### src/rtl/ntc_pkg.sv
// Types and constants shared by the nearest-template classifier modules.
package ntc_pkg;

  localparam int SLOT_BITS    = 4;
  localparam int POS_BITS     = 6;
  localparam int FEATURE_BITS = 16;
  localparam int CNT_BITS     = 5;
  localparam int DIST_BITS    = 38;

  localparam logic [DIST_BITS-1:0] DIST_MAX = '1;

  // Request kinds
  localparam logic REQ_LOAD  = 1'b0;
  localparam logic REQ_QUERY = 1'b1;

  typedef struct packed {
    logic                    req_type;
    logic [SLOT_BITS-1:0]    template_slot;
    logic [POS_BITS-1:0]     feature_pos;
    logic [FEATURE_BITS-1:0] feature_value;
    logic                    last_feature;
  } req_t;

  typedef struct packed {
    logic [SLOT_BITS-1:0] best_slot;
    logic                 found;
    logic [DIST_BITS-1:0] best_distance;
  } rsp_t;

  // Control that travels with one template step of a query pass
  typedef struct packed {
    logic                vld;
    logic [CNT_BITS-1:0] slot;
    logic                last;
    logic                pos_ok;
    logic                first;
    logic                tail;
  } pass_ctl_t;

  // Accumulator write-back
  typedef struct packed {
    logic                 en;
    logic [CNT_BITS-1:0]  slot;
    logic [DIST_BITS-1:0] data;
  } acc_wr_t;

  // Search result at the end of a last-marked pass
  typedef struct packed {
    logic                 vld;
    logic [CNT_BITS-1:0]  slot;
    logic [DIST_BITS-1:0] distance;
  } res_t;

endpackage

### src/rtl/ntc_acc_mem.sv
// Distance accumulator store with per-entry valid bits; an invalid entry reads as zero.
module ntc_acc_mem import ntc_pkg::*; #(
  parameter int TEMPLATES = 16
) (
  input  logic                 clk,
  input  logic                 rst,
  input  logic                 clear,
  input  logic                 rd_en,
  input  logic [CNT_BITS-1:0]  rd_slot,
  output logic [DIST_BITS-1:0] rd_data,
  input  acc_wr_t              wr
);

  localparam int TW = (TEMPLATES > 1) ? $clog2(TEMPLATES) : 1;

  logic [DIST_BITS-1:0] mem [TEMPLATES];
  logic [TEMPLATES-1:0] valid;
  logic [DIST_BITS-1:0] rdata_q;
  logic                 rhit_q;

  // Data array write
  always_ff @(posedge clk) begin
    if (wr.en) begin
      mem[TW'(wr.slot)] <= wr.data;
    end
  end

  // Valid bits: clear wins over a write
  always_ff @(posedge clk) begin
    if (rst || clear) begin
      valid <= '0;
    end else if (wr.en) begin
      valid[TW'(wr.slot)] <= 1'b1;
    end
  end

  // Registered read
  always_ff @(posedge clk) begin
    if (rd_en) begin
      rdata_q <= mem[TW'(rd_slot)];
      rhit_q  <= valid[TW'(rd_slot)];
    end
  end

  assign rd_data = rhit_q ? rdata_q : '0;

endmodule

### config.mk
export PLATFORM = sky130hd
export DESIGN_NAME = ntc_acc_mem
export DESIGN_NICKNAME = d
export VERILOG_FILES = /design/src/rtl/ntc_pkg.sv /design/src/rtl/ntc_acc_mem.sv
export SDC_FILE = /design/constraint.sdc
export NUM_CORES = 1
export LEC_CHECK = 0
export ABC_CLOCK_PERIOD_IN_PS = 7400
export BUFFER_PORTS_ARGS = -buffer_cell sky130_fd_sc_hd__buf_2
export CAP_MARGIN = 20
export CORE_ASPECT_RATIO = 1.1
export CORE_MARGIN = 3
export CORE_UTILIZATION = 62
export DETAILED_ROUTE_END_ITERATION = 10
export GPL_TIMING_DRIVEN = 0
export PLACE_DENSITY_LB_ADDON = 0.12
export SLEW_MARGIN = 25
export SYNTH_ARGS = -nofsm -noshare
export SYNTH_HDL_FRONTEND = slang
export SYNTH_SLANG_ARGS = --single-unit
### constraint.sdc
create_clock -name clk -period 7.4 [get_ports clk]
set_clock_uncertainty 0.05 [all_clocks]
set_input_delay 0.74 -clock clk [delete_from_list [all_inputs] [get_ports clk]]
set_output_delay 0.74 -clock clk [all_outputs]
set_load 0.005 [all_outputs]
==> flow_summary.toml <==
[status]
status = "completed"

[critical_path]
critPathMaxStageDelay_ns = 0.63
slowest_stage = "clkbuf_1"
r2r-start = "mem[3][18]"
path_buf_inv = 3
cp.arrival_ns = 2.47
crit_top_cell = "clkbuf_1"
cp_max_fo = 10
crit_family = "buffers and inverters"
crit_path_end_kind = "output pin"
crit_required_ns = 6.61
worstPathCellList = "clkbuf_1 -> clkbuf_1 -> and2_1 -> buf_2"
path_class = "reg2out"
r2r-end = "rdata_q[18]"
reg2reg_slack_ns = 5.77
reg2regPathDepth = 3
crit_path_start_kind = "register"

[clock_network]
cts_made_buffers = 61
ctsHtreeMaxLevel = 2
cts_tree = "yes"
cts_hold_buf = 0
clk_path_buf_depth = 3
post-cts-setup-buffers = 0
clock-sinks = 663
clk_latency_ns = 0.61
cts_resized = 0
clk_pin_slew_ns = 0.06
root_buffer = "clkbuf_16"

[sta]
post-route-min-period_ns = 3.26
rsz0062_at_grt = "no"
fin_crit_sh_pct = 44.0
relSlewSlack_pct = 35.5
worst_pin_slew_ns = 0.968
fmaxAchievable_ghz = 0.307
setup_violations = 0
drv_slew = 0
setup_slack_ns = 4.14
finalHoldViolCount = 0

[pwr]
power_frac_comb_pct = 5.1
p_clk_share_pct = 38.8
seqPwrFrac_pct = 56.1
power_uw = 7550
p_int_uw = 6040
irDropWorstVdd_uv = 241
swShare_pct = 20.1
leakage_uw = 0.00933
p_per_area_mw_per_mm2 = 264
p_sw_uw = 1510

[floorplanning]
start_util_pct = 63.0
die_w_um = 197
die_h_um = 216
coreArea_mm2 = 0.0394
ios = 91
rows = 76
die_area_mm2 = 0.0424

[global_routing]
grt_overflow_total = 0
grt_pass1_vias = 12100
antenna_found_initial = 4
grt_max_degree = 40
grt_pass1_wl_mm = 79.8
grt_usage_pct = 26.2

[worst_hold_path]
hold_class = "reg2reg"
whs_endpoint = "valid[11]"
min_from = "valid[11]"
hold_path_depth = 1

[cells_and_area]
drive_gt1_share_pct = 30.8
area_delta_synth_final_pct = 15.5
layoutNonFillerInstCount = 1823
final_util_pct = 72.7
layout.nets = 1324

[synth]
syn-instance-count = 1074
synth_top_family_by_area = "multiplexers"
synth-seq-cells = 663
seq_area_frac_synth_pct = 79.6
netlist_area_mm2 = 0.0248
muxShareOfSynthArea_pct = 14.2
synth_compound_area_share_pct = 2.85
postSynthAreaPerCell_um2 = 23.1
yosys_warnings = 0
syn-num-nets = 1127
synthAdderAreaFrac_pct = 0
ys_types = 19
synth-simple-area-share_pct = 2.10
synth_xor_area_share_pct = 0

[detailed_routing]
dr.pass1.iters = 5
drt-wirelength-per-cell_um = 29.5
routed_wl_mm = 53.7
ant_nets = 0
vias = 11900
dr.first_iter.drc_count = 1226
drt-vias-per-instance = 6.54
drc = 0

[placement]
place_inst = 1715
pre_cts_ws_ns = 4.14
place_congestion = 0.708
portBuffers = 86
hpwl_mm = 33.3

[run]
drv_cap = 0
registers in the layout, indices dropped and copies added (netlist names):
signal,flops
valid,16
rhit_q,1
rdata_q,38
mem,608
routing by layer:
metal	GRT usage, %	share of wire (%)	up-vias	routed length, µm
met5	0	0.032	-	17
met4	8.77	3.3	2	1780
met3	4.53	7.2	103	3860
li1	-	-	4955	-
met2	43.7	52	546	27800
met1	36.1	38	6319	20200
power by group through the flow:
stage / logic (µW) / registers [µW] / clock network (µW)
finish: 386 / 4240 / 2930
global route: 415 / 4240 / 3130
CTS: 391 / 4240 / 2970
detailed placement: 388 / 4310 / 0
global placement: 356 / 4310 / 0
floorplan: 212 / 4310 / 0
worst register-to-register path, cell delays in order, from the launching register on:
cell      delay (ns)
edfxtp_1        0.44
mux4_2          0.54
a22oi_1         0.21
nand2_1         0.12
worst max path at each step:
stage                      start          end  slack [ns]  cells past startpoint
final                     rhit_q  rd_data[26]        4.14                      4
after global routing      rhit_q  rd_data[22]        3.99                      4
after CTS                 rhit_q  rd_data[25]        4.04                      4
after detailed placement  wr[40]    mem[0][8]        4.14                      7
after global placement    wr[40]    mem[0][7]       -0.29                      3
after floorplan           wr[40]    mem[0][0]        2.96                      2
per-stage QoR:
stage	TNS, ns	cell area, µm²	hold WS (ns)
after floorplan	0	24800	0.385
after global placement	-10.55	25900	0.392
after detailed placement	0	26800	0.403
after CTS	0	28600	0.402
after global routing	0	28600	0.426
final	0	28600	0.415
final cells by class:
type / instances / area, µm²
clock buffers: 84 / 1630
diodes: 3 / 7.51
clock inverters: 21 / 194
flip-flops and latches: 663 / 19700
repair buffers: 134 / 1250
multi-input cells: 355 / 4850
well taps: 507 / 634
fillers: 2239 / 10700
plain buffers: 56 / 308
synth_stat cells, drive strengths merged:
library cell	instances	area, µm²
and2	39	244
nand2	40	150
edfxtp	647	19400
o21a	16	120
or3b	1	8.76
nor2b	2	12.5
buf	31	214
nor3	4	20.0
nand3b	2	15.0
dfxtp	16	320
clkbuf	25	93.8
nand3	1	5.00
nor2	14	52.6
nand2b	2	12.5
mux4	156	3510
a22oi	78	586
cell usage in the layout (no fill, tap or decap):
cell / instances
a22oi_1: 78
and2_1: 39
buf_1: 9
buf_12: 3
buf_16: 21
buf_2: 91
buf_4: 32
buf_6: 9
bufinv_16: 4
clkbuf_1: 46
clkbuf_16: 61
clkbuf_8: 2
clkinv_1: 9
clkinv_2: 8
dfxtp_1: 16
diode_2: 3
edfxtp_1: 647
mux4_2: 156
nand2_1: 40
nand2b_1: 2
nand3_1: 1
nand3b_1: 2
nor2_1: 2
nor2_4: 12
nor2b_1: 2
nor3_2: 4
o21a_1: 16
or3b_2: 1
cell families after synthesis:
kind of cell,after synthesis
compound gates,94
mux,156
simple gates,105
flops,663
buf+inv,56
Note: power is estimated with default switching activity, not from simulation.
