[src/rtl/ntc_pkg.sv]
// Types and constants shared by the nearest-template classifier modules.
package ntc_pkg;

  localparam int SLOT_BITS    = 4;
  localparam int POS_BITS     = 6;
  localparam int FEATURE_BITS = 16;
  localparam int CNT_BITS     = 5;
  localparam int DIST_BITS    = 38;

  localparam logic [DIST_BITS-1:0] DIST_MAX = '1;

  // Request kinds
  localparam logic REQ_LOAD  = 1'b0;
  localparam logic REQ_QUERY = 1'b1;

  typedef struct packed {
    logic                    req_type;
    logic [SLOT_BITS-1:0]    template_slot;
    logic [POS_BITS-1:0]     feature_pos;
    logic [FEATURE_BITS-1:0] feature_value;
    logic                    last_feature;
  } req_t;

  typedef struct packed {
    logic [SLOT_BITS-1:0] best_slot;
    logic                 found;
    logic [DIST_BITS-1:0] best_distance;
  } rsp_t;

  // Control that travels with one template step of a query pass
  typedef struct packed {
    logic                vld;
    logic [CNT_BITS-1:0] slot;
    logic                last;
    logic                pos_ok;
    logic                first;
    logic                tail;
  } pass_ctl_t;

  // Accumulator write-back
  typedef struct packed {
    logic                 en;
    logic [CNT_BITS-1:0]  slot;
    logic [DIST_BITS-1:0] data;
  } acc_wr_t;

  // Search result at the end of a last-marked pass
  typedef struct packed {
    logic                 vld;
    logic [CNT_BITS-1:0]  slot;
    logic [DIST_BITS-1:0] distance;
  } res_t;

endpackage

[src/rtl/ntc_dist_unit.sv]
// Shared squared-difference unit: square, saturating accumulate, running minimum.
module ntc_dist_unit import ntc_pkg::*; #(
  parameter int VALUE_BITS = 16
) (
  input  logic                  clk,
  input  logic                  rst,
  input  pass_ctl_t             ctl_in,
  input  logic [VALUE_BITS-1:0] tmpl,
  input  logic [VALUE_BITS-1:0] qval,
  input  logic [DIST_BITS-1:0]  acc,
  output acc_wr_t               acc_wr,
  output res_t                  res,
  output logic                  busy
);

  localparam int PW = 2 * VALUE_BITS;
  localparam int SW = ((PW > DIST_BITS) ? PW : DIST_BITS) + 1;

  pass_ctl_t             ctl2;
  logic [PW-1:0]         prod2;
  logic [DIST_BITS-1:0]  acc2;
  logic [VALUE_BITS-1:0] diff;
  logic [PW-1:0]         prod_next;
  logic [SW-1:0]         sum_w;
  logic [DIST_BITS-1:0]  sum_sat;
  logic                  better;
  logic [DIST_BITS-1:0]  best_d;
  logic [CNT_BITS-1:0]   best_slot;

  // Stage 1: absolute difference and square
  always_comb begin
    diff      = (tmpl >= qval) ? (tmpl - qval) : (qval - tmpl);
    prod_next = ctl_in.pos_ok ? (PW'(diff) * PW'(diff)) : '0;
  end

  always_ff @(posedge clk) begin
    if (rst) begin
      ctl2 <= '0;
    end else begin
      ctl2 <= ctl_in;
    end
  end

  always_ff @(posedge clk) begin
    prod2 <= prod_next;
    acc2  <= acc;
  end

  // Stage 2: saturating add and compare against the running best
  always_comb begin
    sum_w   = SW'(acc2) + SW'(prod2);
    sum_sat = (sum_w > SW'(DIST_MAX)) ? DIST_MAX : sum_w[DIST_BITS-1:0];
    better  = ctl2.first || (sum_sat < best_d);
  end

  // Hold the best so far across a last-marked pass
  always_ff @(posedge clk) begin
    if (ctl2.vld && ctl2.last && better) begin
      best_d    <= sum_sat;
      best_slot <= ctl2.slot;
    end
  end

  // Write back only on passes that do not end the query
  always_comb begin
    acc_wr.en    = ctl2.vld && !ctl2.last && ctl2.pos_ok;
    acc_wr.slot  = ctl2.slot;
    acc_wr.data  = sum_sat;
    res.vld      = ctl2.vld && ctl2.last && ctl2.tail;
    res.slot     = better ? ctl2.slot : best_slot;
    res.distance = better ? sum_sat : best_d;
  end

  assign busy = ctl2.vld;

endmodule

[config.mk]
export PLATFORM = sky130hd
export DESIGN_NAME = ntc_dist_unit
export DESIGN_NICKNAME = d
export VERILOG_FILES = /design/src/rtl/ntc_pkg.sv /design/src/rtl/ntc_dist_unit.sv
export SDC_FILE = /design/constraint.sdc
export NUM_CORES = 1
export LEC_CHECK = 0
export BUFFER_PORTS_ARGS = -buffer_cell sky130_fd_sc_hd__buf_2
export CORE_MARGIN = 2
export CORE_UTILIZATION = 40
export DETAILED_ROUTE_END_ITERATION = 12
export GPL_TIMING_DRIVEN = 0
export HOLD_SLACK_MARGIN = 0.15
export PLACE_DENSITY = 0.55
export REMOVE_ABC_BUFFERS = 1
export SLEW_MARGIN = 5
export SYNTH_ARGS = -nofsm -noshare
export SYNTH_HDL_FRONTEND = slang
export SYNTH_SLANG_ARGS = --single-unit
[constraint.sdc]
create_clock -name clk -period 14.57 [get_ports clk]
set_clock_uncertainty 0.1 [all_clocks]
set_input_delay 0.7285 -clock clk [delete_from_list [all_inputs] [get_ports clk]]
set_output_delay 0.7285 -clock clk [all_outputs]
set_load 0.1 [all_outputs]
==> results.sh <==
export IMPL_fp_dieH_um=204
export IMPL_clk_path_buf_depth=2
export IMPL_die_area_sq_mm=0.0414
export IMPL_yosysTopAreaCellShare_pct=20.9
export IMPL_cts_sinks=122
export IMPL_cp_required_ns=14.82
export IMPL_drtPass1Iterations=5
export IMPL_cts_hold_buf=0
export IMPL_synth_distinct_cells=93
export IMPL_io_pins=171
export IMPL_syn_inst=1772
export IMPL_coreArea_sq_mm=0.0395
export IMPL_antenna_found_initial=0
export IMPL_drc=0
export IMPL_gp_congestion=0.878
export IMPL_clockRootBuffer="clkbuf_16"
export IMPL_slowest_delay_ns=1.03
export IMPL_synth_mux_area_share_pct=4.24
export IMPL_avgSynthCellArea_sq_um=8.99
export IMPL_ys_top_cells_by_area="fa_1, ha_1, dfxtp_1"
export IMPL_crit_slowest_cell="xor2_1"
export IMPL_synth_most_common_cell="inv_1"
export IMPL_drt_iter0_drc=584
export IMPL_grt_pass1_wl_um=65800
export IMPL_synthTopCellsByCount="inv_1, ha_1, fa_1"
export IMPL_grtUsageTotal_pct=19.7
export IMPL_drtAntennaViolNets=0
export IMPL_holdPathStages=1
export IMPL_startpoint_type="input pin"
export IMPL_antenna_cells=0
export IMPL_hold_viol=0
export IMPL_slew_headroom_pct=9.71
export IMPL_initial_core_util_pct=40.3
export IMPL_worst_pin_slew_ns=1.34
export IMPL_fin_crit_ns=10.98
export IMPL_cts_repair_resized=0
export IMPL_synthXorXnorAreaFrac_pct=3.59
export IMPL_synth_simple_area_share_pct=13.8
export IMPL_cts_made_buffers=17
export IMPL_fin_nets=2355
export IMPL_place_hpwl_um=32900
export IMPL_htreeDepth=4
export IMPL_finalSetupViolCount=0
export IMPL_worstSkewPairLatency_ns=0.43
export IMPL_crit_fanout=23
export IMPL_hold_class="input pin to flop"
export IMPL_finalCritPeriodShare_pct=75.4
export IMPL_drv_cap=0
export IMPL_hp_start="acc[35]"
export IMPL_wl_um=39600
export IMPL_r2r_start="prod2[0]"
export IMPL_grt_max_degree=41
export IMPL_synth_largest_area_cell="fa_1"
export IMPL_areaGrowthSynthToFinish_pct=11.9
export IMPL_grt_overflow_total=0
export IMPL_worstPathArrival_ns=11.23
export IMPL_slew_viol_final=0
export IMPL_synth_edf_count=43
export IMPL_die_x_um=204
export IMPL_reg2reg_slack_ns=7.76
export IMPL_setup_tns_ns=0
export IMPL_port_buffers=170
export IMPL_wl_per_cell_um=16.2
export IMPL_reg2reg_to="best_d[8]"
export IMPL_viasPerCell=5.14
export IMPL_cts_setup_buffers=0
export IMPL_drive_gt1_share_pct=14.7
export IMPL_fmax_ghz=0.0910
export IMPL_synth_warnings=0
export IMPL_route_vias_total=12600
export IMPL_synthAdderAreaFrac_pct=36.4
export IMPL_synth_compound_area_share_pct=14.6
export IMPL_crit_type="input pin to flop"
export IMPL_timing_critical_path_mode_cell="inv_1"
export IMPL_cts_tree="yes"
export IMPL_worstHoldEndpoint="acc2[35]"
export IMPL_netlist_area_sq_mm=0.0159
export IMPL_seq_area_frac_synth_pct=18.0
export IMPL_fill_cells=3866
export IMPL_synth_top_family_by_area="adder cells"
export IMPL_async_reset_ff_share_pct=0
export IMPL_fp_row_count=73
export IMPL_clk_pin_slew_ns=0.06
export IMPL_rsz0062_at_grt="no"
export IMPL_grt_pass1_vias=12900
export IMPL_synth_ff_type="dfxtp_1"
export IMPL_synth_seq_cells=122
export IMPL_outcome="finished, final reports clean"
export IMPL_cp_end_kind="flop"
export IMPL_r2r_cells=22
==> registers in the layout, indices dropped and copies added (netlist names) <==
name,count
acc2,38
best_d,38
prod2,31
acc_wr,5
best_slot,5
ctl2,4
busy,1
==> worst max-delay path by stage <==
stage                           end    start  cells after the start
after CTS                 prod2[31]  tmpl[0]                     31
after global placement    prod2[31]  tmpl[0]                     34
final                     prod2[31]  tmpl[0]                     31
after global routing      prod2[31]  tmpl[0]                     31
after floorplan           prod2[31]  tmpl[0]                     34
after detailed placement  prod2[31]  tmpl[0]                     34
==> cells in the final DEF, fill, tap and decap left out, types with 16 or more instances in the layout <==
| cell type | synthesis | final |
|---|---|---|
| nand4_1 | 20 | 20 |
| edfxtp_1 | 43 | 43 |
| mux2_2 | 36 | 36 |
| nor2b_1 | 21 | 21 |
| and2_1 | 21 | 21 |
| nand3_1 | 27 | 27 |
| clkbuf_16 | 0 | 19 |
| nand2b_1 | 23 | 23 |
| and3_1 | 19 | 18 |
| nor2_1 | 125 | 125 |
| fa_1 | 166 | 166 |
| o21ai_0 | 57 | 56 |
| nand2_1 | 127 | 127 |
| xor2_1 | 18 | 16 |
| inv_1 | 313 | 313 |
| ha_1 | 198 | 198 |
| nor3_1 | 21 | 21 |
| a21oi_1 | 92 | 92 |
| a21o_1 | 63 | 63 |
| buf_2 | 13 | 170 |
| dfxtp_1 | 79 | 79 |
| xnor2_1 | 33 | 33 |
==> critical path: cells and delay by family <==
family,cells,cell delay [ns]
muxes,1,0.30
buffers and inverters,7,0.80
adders and majority gates,8,4.17
and+or+nand+nor,7,2.06
AOI/OAI and AO/OA,7,2.12
xor gates and xnor gates,1,1.03
==> per-layer routing <==
metal,share of wire (%),up-vias,GRT usage [%],routed length [um]
li1,-,6206,-,-
met1,47,6038,26.0,18400
met2,48,295,34.9,19000
met3,4.2,34,2.14,1680
met4,1.4,0,4.22,536
met5,0,-,0,0
==> logic make-up after synthesis <==
| logic type | Yosys count |
|---|---|
| buf+inv | 373 |
| xor+xnor | 58 |
| simple gates | 453 |
| flops | 122 |
| mux | 60 |
| compound gates | 342 |
| fa+ha+maj | 364 |
==> final cells by class <==
class / count / area, sq um / area share (%)
inverter: 317 / 1190 / 6.67
clock buffer: 22 / 507 / 2.84
clock inverter: 10 / 83.8 / 0.470
tap: 525 / 657 / 3.68
timing repair buffer: 174 / 921 / 5.16
sequential: 122 / 2870 / 16.1
multi-input combinational: 1277 / 11600 / 65.1
==> through the flow <==
stage                     setup WS [ns]  hold slack, ns  area, sq um  util, %  cells
after floorplan                    5.09           0.656        15600        -   1716
after global placement             2.75           0.333        17100     43.3   2411
after detailed placement           3.09           0.352        17200     43.6   2415
after CTS                          3.50           0.285        17800     45.1   2447
after global routing               2.95           0.285        17800     45.1   2447
final                              3.59           0.302        17800     45.1   2447
Power is not shown: default switching activity piles up to over one toggle a cycle in this logic, so the estimate is an artifact.
